==> config.mk <==
export PLATFORM = sky130hd
export DESIGN_NAME = crl_lfu_pick
export DESIGN_NICKNAME = d
export VERILOG_FILES = /design/src/hw/rtl/crl_pkg.sv /design/src/hw/rtl/crl_lfu_pick.sv
export SDC_FILE = /design/constraint.sdc
export NUM_CORES = 2
export LEC_CHECK = 0
export ABC_AREA = 1
export BUFFER_PORTS_ARGS = -buffer_cell sky130_fd_sc_hd__buf_2
export CAP_MARGIN = 25
export CORE_AREA = 2 2 295 297
export DETAILED_ROUTE_END_ITERATION = 12
export DIE_AREA = 0 0 297 299
export PLACE_DENSITY = 0.73
export SYNTH_ARGS = -nofsm -noshare
export SYNTH_HDL_FRONTEND = slang
export SYNTH_SLANG_ARGS = --single-unit
==> constraint.sdc <==
create_clock -name vclk -period 3.1
set_input_delay 0.31 -clock vclk [all_inputs]
set_output_delay 0.31 -clock vclk [all_outputs]
set_load 0.02 [all_outputs]
==> src/hw/rtl/crl_pkg.sv <==
// ----------------------------------------------------------------------------
// crl_pkg
// Shared widths, types and codes for the LRU/MRU/LFU replacement cache.
// ----------------------------------------------------------------------------
package crl_pkg;

  // Built number of entries (cells in the recency row)
  localparam int WAYS  = 16;

  localparam int KEY_W = 32;
  localparam int CNT_W = 16;
  localparam int POL_W = 2;
  localparam int CAP_W = 5;
  localparam int OCC_W = $clog2(WAYS + 1);

  // Stream payload widths, padded to whole bytes
  localparam int IN_W  = 40;
  localparam int OUT_W = 40;

  typedef logic [KEY_W-1:0] key_t;
  typedef logic [CNT_W-1:0] cnt_t;
  typedef logic [WAYS-1:0][KEY_W-1:0] key_arr_t;
  typedef logic [WAYS-1:0][CNT_W-1:0] cnt_arr_t;

  // Replacement policy carried with each access
  typedef enum logic [POL_W-1:0] {
    POL_LRU = 2'd0,
    POL_MRU = 2'd1,
    POL_LFU = 2'd2,
    POL_BAD = 2'd3
  } policy_e;

  // Register index (byte address bit 2)
  localparam logic REG_CAPACITY = 1'b0;
  localparam logic [CAP_W-1:0] CAP_RESET = 5'd16;

  localparam cnt_t CNT_MAX = '1;
  localparam cnt_t CNT_ONE = 16'd1;

  // Per-cell update control
  typedef struct packed {
    logic load;   // take the new key/count
    logic shift;  // take the neighbor's key/count
  } cell_ctrl_t;

endpackage

==> src/hw/rtl/crl_lfu_pick.sv <==
// ----------------------------------------------------------------------------
// crl_lfu_pick
// Least-count victim select over the recency row. All pairs of counts are
// compared in parallel; a position wins when its count is below every less
// recent count and not above any more recent count, so ties go to the
// least recent entry. Output is one-hot over valid positions.
// ----------------------------------------------------------------------------
module crl_lfu_pick (
  input  crl_pkg::cnt_arr_t      cnt_i,
  input  logic [crl_pkg::WAYS-1:0] valid_i,
  output logic [crl_pkg::WAYS-1:0] sel_o
);
  import crl_pkg::*;

  always_comb begin
    for (int p = 0; p < WAYS; p++) begin
      sel_o[p] = valid_i[p];
      for (int q = 0; q < WAYS; q++) begin
        if (valid_i[q]) begin
          if (q < p) begin
            sel_o[p] = sel_o[p] & (cnt_i[p] < cnt_i[q]);
          end else if (q > p) begin
            sel_o[p] = sel_o[p] & (cnt_i[p] <= cnt_i[q]);
          end
        end
      end
    end
  end

endmodule

==> results.md <==
- Status: finished, violations left
- Violated checks: setup timing
- CTS Hold Bufs: 0
- FF/Latch Area: 0 um^2
- Critical-path top delay cell: ha_1
- Final wirelength: 219,000 um
- Max stage delay on crit path: between 0.4 and 0.5 ns
- WP data arrival: 2.84 ns
- Kind of critical path: in -> out
- Worst endpoint required time: 2.79 ns
- Iter 0 DRT Violations: roughly 7,000
- Max cap viols: 0
- Vias in the first global route: between 40,000 and 50,000
- Die area: 88,800 um^2
- Post-Route Setup TNS: -0.0896 ns
- Core area: 85,900 um^2
- Syn Area/Cell: around 6.4 um^2
- Via count: between 50,000 and 60,000
- Initial antenna violation count: 9
- RSZ-0062 raised after global routing: true
- Initial Util: 0.542
- I/O pin cnt: around 290
- Synth cell types: 24
- Peak fanout along the critical path: 8
- IO buf count: about 290
- First-pass DRT Iterations: 8
- Nets: just over 10,000
- Min-Delay Path Class: in -> out
- Crit path from: cnt_i[119]
- Actual slew at the worst max-slew pin: 0.781 ns
- Startpoint types: input port
- DRC viols: 0
- CLK BUF: 0
- Routability Congestion: around 1.1
- Worst path cell trace: buf_2 -> clkinvlp_4 -> ha_1 -> nand2_1 -> nor2_1 -> nand4_1 -> nor2_1 -> nor2_1 -> nand3_1 -> nand2_1 -> nor2_4 -> buf_4 -> nand2_1 -> nor2_2 -> buf_2
- Num sequential: 0
- Die Ht: ~300 um
- Final Setup Violations: 4
- Overflow after GRT: 0
- Routed Antenna Nets: 0
- GRT Util Overall: 0.469
- Post-synthesis sequential area ratio: 0
- Peak Freq: 0.317 GHz
- Hold Vio Cnt, Final: 0
- WP depth: 15
- Tmin final: 3.15 ns
- Global-route wire length before repair: just over 300,000 um
- Crit path to: sel_o[7]
- Slack of the critical path: -0.0543 ns
- Synth warnings: 0
- Critical path's top delay family: simple AND/OR/NAND/NOR gates
- Via density: slightly above 6
- Crit. End Element: output pin
- Largest net degree at the start of global routing: 17
- Slew Viols, Final: 0
- # rows: 108
- Slew headroom: 0.474
- Final period util: 1.02
- Share of layout cells above drive strength 1: 0.0988
- Synthesized net count: approximately 9,500
- Cell count after synthesis: 7,264
- Synth-to-Final Area Change: 15.7%
- WL per Instance: 24.0 um
- Hpwl dp: between 150,000 and 200,000 um
- Worst path buffer plus inverter count: 4
- Number of fill cells: around 8,300
- Mapped cell area: 46,600 um^2
- Chip Width: a little under 300 um
==> Yosys cell counts, types with 2 or more instances <==
cell type  instances  area share
nand2_1         2220        0.18
ha_1            1920        0.52
a21oi_1          857       0.092
nor2_1           796       0.064
inv_1            788       0.063
o21ai_0          206       0.022
nand3_1          148       0.016
nand4_1          133       0.018
a21o_1            62       0.010
o21a_1            59      0.0095
o21bai_1          32      0.0052
buf_2             13      0.0014
nor2_2            11      0.0015
clkbuf_1           4     0.00032
and2_1             3     0.00040
nand2_2            2     0.00027
nand3_2            2     0.00043
o21ai_1            2     0.00021
==> metrics by stage <==
| stage | instance area [um^2] | std cells | hold slack (ns) | utilization | setup slack [ns] |
|---|---|---|---|---|---|
| global route | 53900 | 9109 | 1.12 | 0.627 | -0.0588 |
| detailed placement | 53400 | 9082 | 1.07 | 0.621 | -0.113 |
| CTS | 53400 | 9086 | 1.07 | 0.622 | 0.000184 |
| finish | 53900 | 9111 | 1.09 | 0.627 | -0.0543 |
| global placement | 53400 | 9082 | 1.08 | 0.621 | -0.125 |
| floorplan | 46600 | 7264 | 0.835 | - | 0.944 |
==> layout make-up <==
class	instances	area, um^2	area share
repair inverters	1	5.00	0.0000929
diodes	2	5.00	0.0000929
inverters	790	3020	0.0560
well taps	1155	1450	0.0268
multi-input cells	6457	43700	0.811
repair buffers	706	5710	0.106
==> cell usage in the layout, fill, tap and decap left out, drive strengths merged <==
cell         n
o21bai      32
o21ai      208
nand3      150
clkinv       1
o21a        59
and2         3
clkinvlp    15
buf        687
inv        775
nor2       808
nand4      133
clkbuf      19
a21o        62
nand3b       1
diode        2
nor3         2
ha        1920
a21oi      857
nand2     2222
==> worst min path at each step <==
stage / from / endpoint / slack (ns) / cells past startpoint
global placement: valid_i[15] / sel_o[15] / 1.08 / 6
global route: valid_i[15] / sel_o[15] / 1.12 / 6
finish: valid_i[15] / sel_o[15] / 1.09 / 6
detailed placement: valid_i[15] / sel_o[15] / 1.07 / 6
floorplan: valid_i[14] / sel_o[14] / 0.83 / 4
CTS: valid_i[15] / sel_o[15] / 1.07 / 6
==> metal layers <==
| metal | wire, um | track usage | up-vias |
|---|---|---|---|
| li1 | - | - | 26100 |
| met1 | 88300 | 0.634 | 24700 |
| met2 | 83600 | 0.677 | 3449 |
| met3 | 30400 | 0.114 | 780 |
| met4 | 16200 | 0.266 | 10 |
| met5 | 58 | 0 | - |
==> timing repair <==
item / in CTS / in global routing
setup endpoints to repair: 4 / 14
setup buffers: 4 / 22
cloned: 0 / 1
gates resized for setup: 7 / 83
pin swaps: 0 / 11
==> logic make-up (layout without fill, tap and decap cells) <==
logic type | after synthesis | in the layout | synth area share
AOI/OAI and AO/OA | 1218 | 1218 | 0.139
adders and majority gates | 1920 | 1920 | 0.516
buffers and inverters | 807 | 1497 | 0.0654
other | 0 | 2 | 0
and+or+nand+nor | 3319 | 3319 | 0.280
