==> config.mk <==
export PLATFORM = sky130hd
export DESIGN_NAME = crl_cell
export DESIGN_NICKNAME = d
export VERILOG_FILES = /design/src/hw/rtl/crl_pkg.sv /design/src/hw/rtl/crl_cell.sv
export SDC_FILE = /design/constraint.sdc
export NUM_CORES = 1
export LEC_CHECK = 0
export ABC_CLOCK_PERIOD_IN_PS = 4290
export BUFFER_PORTS_ARGS = -buffer_cell sky130_fd_sc_hd__buf_2
export CAP_MARGIN = 5
export CORE_MARGIN = 1.5
export CORE_UTILIZATION = 40
export DETAILED_ROUTE_END_ITERATION = 8
export HOLD_SLACK_MARGIN = 0.1
export PLACE_DENSITY_LB_ADDON = 0.2
export SETUP_SLACK_MARGIN = 0.2
export SLEW_MARGIN = 10
export SYNTH_ARGS = -nofsm -noshare
export SYNTH_HDL_FRONTEND = slang
export SYNTH_SLANG_ARGS = --single-unit
export TNS_END_PERCENT = 5
==> constraint.sdc <==
create_clock -name clk_i -period 4.29 [get_ports clk_i]
set_clock_uncertainty 0.05 [all_clocks]
set_input_delay 0.2145 -clock clk_i [delete_from_list [all_inputs] [get_ports clk_i]]
set_output_delay 0.2145 -clock clk_i [all_outputs]
set_load 0.05 [all_outputs]
==> src/hw/rtl/crl_pkg.sv <==
// ----------------------------------------------------------------------------
// crl_pkg
// Shared widths, types and codes for the LRU/MRU/LFU replacement cache.
// ----------------------------------------------------------------------------
package crl_pkg;

  // Built number of entries (cells in the recency row)
  localparam int WAYS  = 16;

  localparam int KEY_W = 32;
  localparam int CNT_W = 16;
  localparam int POL_W = 2;
  localparam int CAP_W = 5;
  localparam int OCC_W = $clog2(WAYS + 1);

  // Stream payload widths, padded to whole bytes
  localparam int IN_W  = 40;
  localparam int OUT_W = 40;

  typedef logic [KEY_W-1:0] key_t;
  typedef logic [CNT_W-1:0] cnt_t;
  typedef logic [WAYS-1:0][KEY_W-1:0] key_arr_t;
  typedef logic [WAYS-1:0][CNT_W-1:0] cnt_arr_t;

  // Replacement policy carried with each access
  typedef enum logic [POL_W-1:0] {
    POL_LRU = 2'd0,
    POL_MRU = 2'd1,
    POL_LFU = 2'd2,
    POL_BAD = 2'd3
  } policy_e;

  // Register index (byte address bit 2)
  localparam logic REG_CAPACITY = 1'b0;
  localparam logic [CAP_W-1:0] CAP_RESET = 5'd16;

  localparam cnt_t CNT_MAX = '1;
  localparam cnt_t CNT_ONE = 16'd1;

  // Per-cell update control
  typedef struct packed {
    logic load;   // take the new key/count
    logic shift;  // take the neighbor's key/count
  } cell_ctrl_t;

endpackage

==> src/hw/rtl/crl_cell.sv <==
// ----------------------------------------------------------------------------
// crl_cell
// One position of the recency row: holds a key and its use count, compares
// the key against the access key, and loads either a new entry or the entry
// of the next more recent neighbor.
// ----------------------------------------------------------------------------
module crl_cell (
  input  logic                 clk_i,
  input  crl_pkg::cell_ctrl_t  ctrl_i,
  input  crl_pkg::key_t        probe_key_i,
  input  crl_pkg::key_t        new_key_i,
  input  crl_pkg::cnt_t        new_cnt_i,
  input  crl_pkg::key_t        nbr_key_i,
  input  crl_pkg::cnt_t        nbr_cnt_i,
  output crl_pkg::key_t        key_o,
  output crl_pkg::cnt_t        cnt_o,
  output logic                 match_o
);
  import crl_pkg::*;

  key_t key_q, key_d;
  cnt_t cnt_q, cnt_d;

  // next entry: load wins over shift
  always_comb begin
    key_d = key_q;
    cnt_d = cnt_q;
    if (ctrl_i.load) begin
      key_d = new_key_i;
      cnt_d = new_cnt_i;
    end else if (ctrl_i.shift) begin
      key_d = nbr_key_i;
      cnt_d = nbr_cnt_i;
    end
  end

  always_ff @(posedge clk_i) begin
    key_q <= key_d;
    cnt_q <= cnt_d;
  end

  assign key_o   = key_q;
  assign cnt_o   = cnt_q;
  assign match_o = (key_q == probe_key_i);

endmodule

==> results of run 1 <==
[power breakdown]
| group | switching, uW | internal (uW) |
|---|---|---|
| Sequential | 25.3 | 577 |
| Combinational | 262 | 131 |
| Clock | 145 | 170 |
| Total | 432 | 879 |
[sequential cells by signal, summed over array words and instances (netlist names)]
name	flops
key_o	32
cnt_o	16
[layout make-up]
cell class                      instances  area share [%]
Clock buffer                            5           1.982
Sequential cell                        48           41.51
Tap cell                               75           2.703
Timing Repair Buffer                  180           26.02
Clock inverter                          3           1.081
Multi-Input combinational cell         92           26.70
[worst paths after layout]
| check | from | endpoint | slack (ns) |
|---|---|---|---|
| worst max-delay path | key_o[4] | match_o | 2.13 |
| worst min-delay path | new_key_i[16] | key_o[16] | 0.16 |
[worst max-delay path, stage by stage (launching register included)]
cell	delay (ns)
edfxtp_1	0.42
xor2_1	0.16
nor4_1	0.38
nand4_1	0.20
nor2_1	0.16
buf_2	0.27
[routing by layer]
layer  GRT usage [%]  vias to the layer above  share of wire, %
met4           6.379                        0               1.6
met5               0                        -                 0
met1           18.70                      821                36
met3           6.932                        7                13
li1                -                      911                 -
met2           31.51                      118                49
[cell usage after synthesis]
| cell | instances | area share [%] |
|---|---|---|
| nor4_1 | 8 | 2.1 |
| nand4_1 | 2 | 0.52 |
| buf_6 | 2 | 0.94 |
| nor2_1 | 1 | 0.16 |
| mux2_4 | 9 | 5.6 |
| mux2_2 | 39 | 18 |
| buf_2 | 3 | 0.62 |
| edfxtp_1 | 48 | 60 |
| xor2_1 | 32 | 12 |
| or2_2 | 1 | 0.26 |
[cells by family after synthesis]
group                     count (synthesis)  share of synthesized area (%)
muxes                                    48                          23.87
DFF                                      48                          59.91
xor gates and xnor gates                 32                          11.65
and+or+nand+nor                          12                          3.016
buffers and inverters                     5                          1.560
[cell usage in the layout, fill, tap and decap left out]
cell type and n:
xor2_1 32, or2_2 1, buf_4 1, clkinv_1 2, mux2_4 9, buf_2 179, nand4_1 2, bufinv_16 1
clkbuf_8 5, edfxtp_1 48, nor4_1 8, mux2_2 39, nor2_1 1
[per-stage QoR]
step / power [uW] / worst slack (ns) / cells / util [%] / area, sq um
floorplan: 884.3 / 2.144 / 145 / - / 2406
finish: 1311 / 2.135 / 403 / 59.35 / 3472
CTS: 1326 / 2.122 / 403 / 59.35 / 3472
global route: 1371 / 1.958 / 403 / 59.35 / 3472
global placement: 1005 / 2.468 / 395 / 57.53 / 3366
detailed placement: 1011 / 2.457 / 395 / 57.53 / 3366
==> results.cfg, run 1 <==
[sta]
rsz0062_at_grt = no
period_share_pct = 50.23
relSlewSlack_pct = 24.77
fmax_mhz = 464.0
period_minus_slack_ns = 2.155
hold_slack_ns = 0.1623
slew_viol_final = 0
finalSetupViolations = 0
hold_violations = 0
setup_tns_ns = 0
worstMarginPinSlew_ns = 1.128

[die]
die_h_um = 80.56
coreArea_sq_um = 5851
fp.dieW_um = 80.56
num_rows = 28
start_util_pct = 41.12
ioPinCount = 180
die_area_sq_um = 6489

[routing]
drc = 0
routed_via_density = 4.608
finalWirelength_um = 5784
via_count = 1857
drt_iter0_drc = 41
drtPass1Iterations = 4
wl_per_cell_um = 14.35
drtAntennaViolNets = 0

[setup_path]
endpoint_kind = primary output
critical_path.max_fanout = 2
startpoint_type = flop
cp.required_ns = 4.03
worstPathArrival_ns = 1.89
path_class = flop to primary output

[global_route]
grt_pass1_wl_um = 8342
grt_usage_pct = 17.66
grt_max_degree = 49
grt_antenna_before_repair = 0
grt_pass1_vias = 1803
grt_overflow = 0

[min_path]
hold_class = input pin to flop
whs_path_depth = 2

[flow_run]
cap_violations = 0

[power_and_ir_drop]
vdd_drop_max_uv = 287.6
p_leak_uw = 0.001623
power_density_nw_per_um2 = 377.6

[logic_synthesis]
seq_area_frac_synth_pct = 59.91
syn-num-nets = 276
synth_area_sq_um = 2406
synth_cell_type_count = 10
yosysWarnings = 0
synth_area_per_cell_sq_um = 16.59
synth-seq-cells = 48
postSynthCellCount = 145

[cells_and_area]
fin_nets = 458
fill_cells = 492
multi_input_area_sq_um = 927.1
regArea_sq_um = 1441
antenna_cells = 0
synthToLayoutAreaGrowth_pct = 44.31
layout-drive-gt1-share_pct = 71.65

[place]
port_buffers = 179
gp_congestion = 0.7545
hpwl_um = 4504

[clock_network]
holdBufCountCts = 0
cts_tree = done
ctsResizeCount = 0
postCtsSetupRepairBufs = 0
numCtsBuffers = 5
ctsHtreeMaxLevel = 2
root_buffer = clkbuf_8
clk_path_buf_depth = 2
cts.sinks = 48
path_clk_slew_ns = 0.09

[outcome]
status = finished, final reports clean
Note: power is estimated with default switching activity, not from simulation.
==> inputs of run 2 (changes only) <==
Settings changed: ABC_CLOCK_PERIOD_IN_PS 4290 to 2000.
Clock period 4.29 ns to 2 ns, I/O delays scaled along.
==> results.cfg, run 2 (synthesis results as in run 1) <==
[global_route]
grt_antenna_before_repair = 0
grt_pass1_wl_um = 10980
grt_usage_pct = 22.98
grt_pass1_vias = 2547
grt_overflow = 0
grt_max_degree = 26

[sta]
setup_tns_ns = 0
hold_slack_ns = 0.1035
rsz0062_at_grt = yes
hold_violations = 0
fmax_mhz = 534.7
setup_slack_ns = 0.1296
finalSetupViolations = 0
slew_viol_final = 0
period_share_pct = 93.52
relSlewSlack_pct = 78.17
worstMarginPinSlew_ns = 0.3275
period_minus_slack_ns = 1.870

[place]
dpl_cell_area_sq_um = 3421
dp_slack_ns = 0.3093
hpwl_um = 4802
gp_congestion = 0.7996
port_buffers = 179

[power_and_ir_drop]
power.switching_uw = 969.5
p_sw_share_pct = 33.59
clockPowerShare_pct = 18.2
power_density_nw_per_um2 = 642.3
vdd_drop_max_uv = 473.0
combPwrFrac_pct = 37.0
p_leak_uw = 0.002034
internal-power_uw = 1917
p_seq_share_pct = 44.8

[cells_and_area]
synthToLayoutAreaGrowth_pct = 86.74
antenna_cells = 0
final_cell_mix = buf_2 (178), dlygate4sd3_1 (94), edfxtp_1 (48)
layout-drive-gt1-share_pct = 57.65
fill_cells = 376
fin_nets = 556
layout_commonest_cell = buf_2
final_util_pct = 76.80
postLayoutCellArea_sq_um = 4493
largest_reg_flops = 32

[routing]
routed_via_density = 4.626
wl_per_cell_um = 14.96
drtAntennaViolNets = 0
drtPass1Iterations = 6
drc = 0
drt_iter0_drc = 46
via_count = 2313
finalWirelength_um = 7480

[min_path]
hold_class = input pin to flop
whs_path_depth = 2
hold_end = key_o[12]
hold_start = new_key_i[12]

[setup_path]
slowest_stage = edfxtp_1
path_class = flop to primary output
cp_cell_sequence = xor2_1, nor4_2, nand4_1, nor2_4, buf_8
slowest_delay_ns = 0.42
endpoint_kind = primary output
cp.required_ns = 1.85
critical_path.max_fanout = 2
worstPathArrival_ns = 1.72
startpoint_type = flop

[die]
die_h_um = 80.56
start_util_pct = 41.12
ioPinCount = 180
fp.dieW_um = 80.56
num_rows = 28
coreArea_sq_um = 5851
die_area_sq_um = 6489

[clock_network]
root_buffer = clkbuf_8
ctsHtreeMaxLevel = 2
clk_path_buf_depth = 2
cts_tree = done
numCtsBuffers = 5
cts.sinks = 48
path_clk_slew_ns = 0.08

[flow_run]
cap_violations = 0

[outcome]
status = finished, final reports clean
==> run 2: cell types whose count changed in the layout (fill, tap and decap cells not counted) <==
cell           delta
nor2_4            +1
buf_2             -1
buf_12            +2
nor4_2            +6
buf_8             +1
buf_4             +2
bufinv_16         -1
dlygate4sd3_1    +94
nor2_1            -1
nor4_1            -6
==> run 2: power by group through the flow <==
stage | Clock [uW] | Combinational (uW) | Sequential, uW
2_1_floorplan | 0 | 189 | 1710
3_3_place_gp | 0 | 858 | 1310
3_5_place_dp | 0 | 866 | 1320
4_1_cts | 541 | 1060 | 1290
5_1_grt | 581 | 1120 | 1310
6_report | 525 | 1070 | 1290
==> run 2: worst max-delay path by stage <==
stage | from | to | slack, ns | cells after the start
after floorplan | key_o[23] | match_o | 0.27 | 4
after global placement | key_o[27] | match_o | 0.32 | 5
after detailed placement | key_o[31] | match_o | 0.31 | 5
after CTS | key_o[13] | match_o | 0.13 | 5
after global routing | key_o[29] | match_o | 0.04 | 5
final | key_o[24] | match_o | 0.13 | 5
==> run 2: cell type report <==
cell class / instances / area [sq um] / area share (%)
Clock buffer: 5 / 68.82 / 1.532
Clock inverter: 2 / 7.507 / 0.1671
Tap cell: 75 / 93.84 / 2.089
Multi-Input combinational cell: 92 / 972.2 / 21.64
Sequential cell: 48 / 1441 / 32.08
Timing Repair Buffer: 278 / 1909 / 42.50
==> run 2: critical path: cells and delay by family (launching register included) <==
family,cells,cell delay [ns]
AND/OR/NAND/NOR,3,0.69
flip-flops,1,0.42
XOR/XNOR,1,0.18
buffers and inverters,1,0.15
==> run 2: per-stage QoR <==
step           total power (uW)  std cells
2_1_floorplan              1897        145
4_1_cts                    2892        500
6_report                   2886        500
3_3_place_gp               2167        398
5_1_grt                    3012        500
3_5_place_dp               2182        398
==> run 2: what timing repair did <==
item	in CTS	in global routing
gates resized for setup	7	2
setup endpoints to repair	1	1
buffers inserted	1	0
pin swaps	5	2
hold buffers	94	0
endpoints found under the hold margin	47	0
==> run 2: routing by layer <==
layer,global-route usage (%),share of wire (%)
met1,21.03,35
met3,6.591,8.3
met4,10.34,2.4
met5,0,0
met2,45.63,55
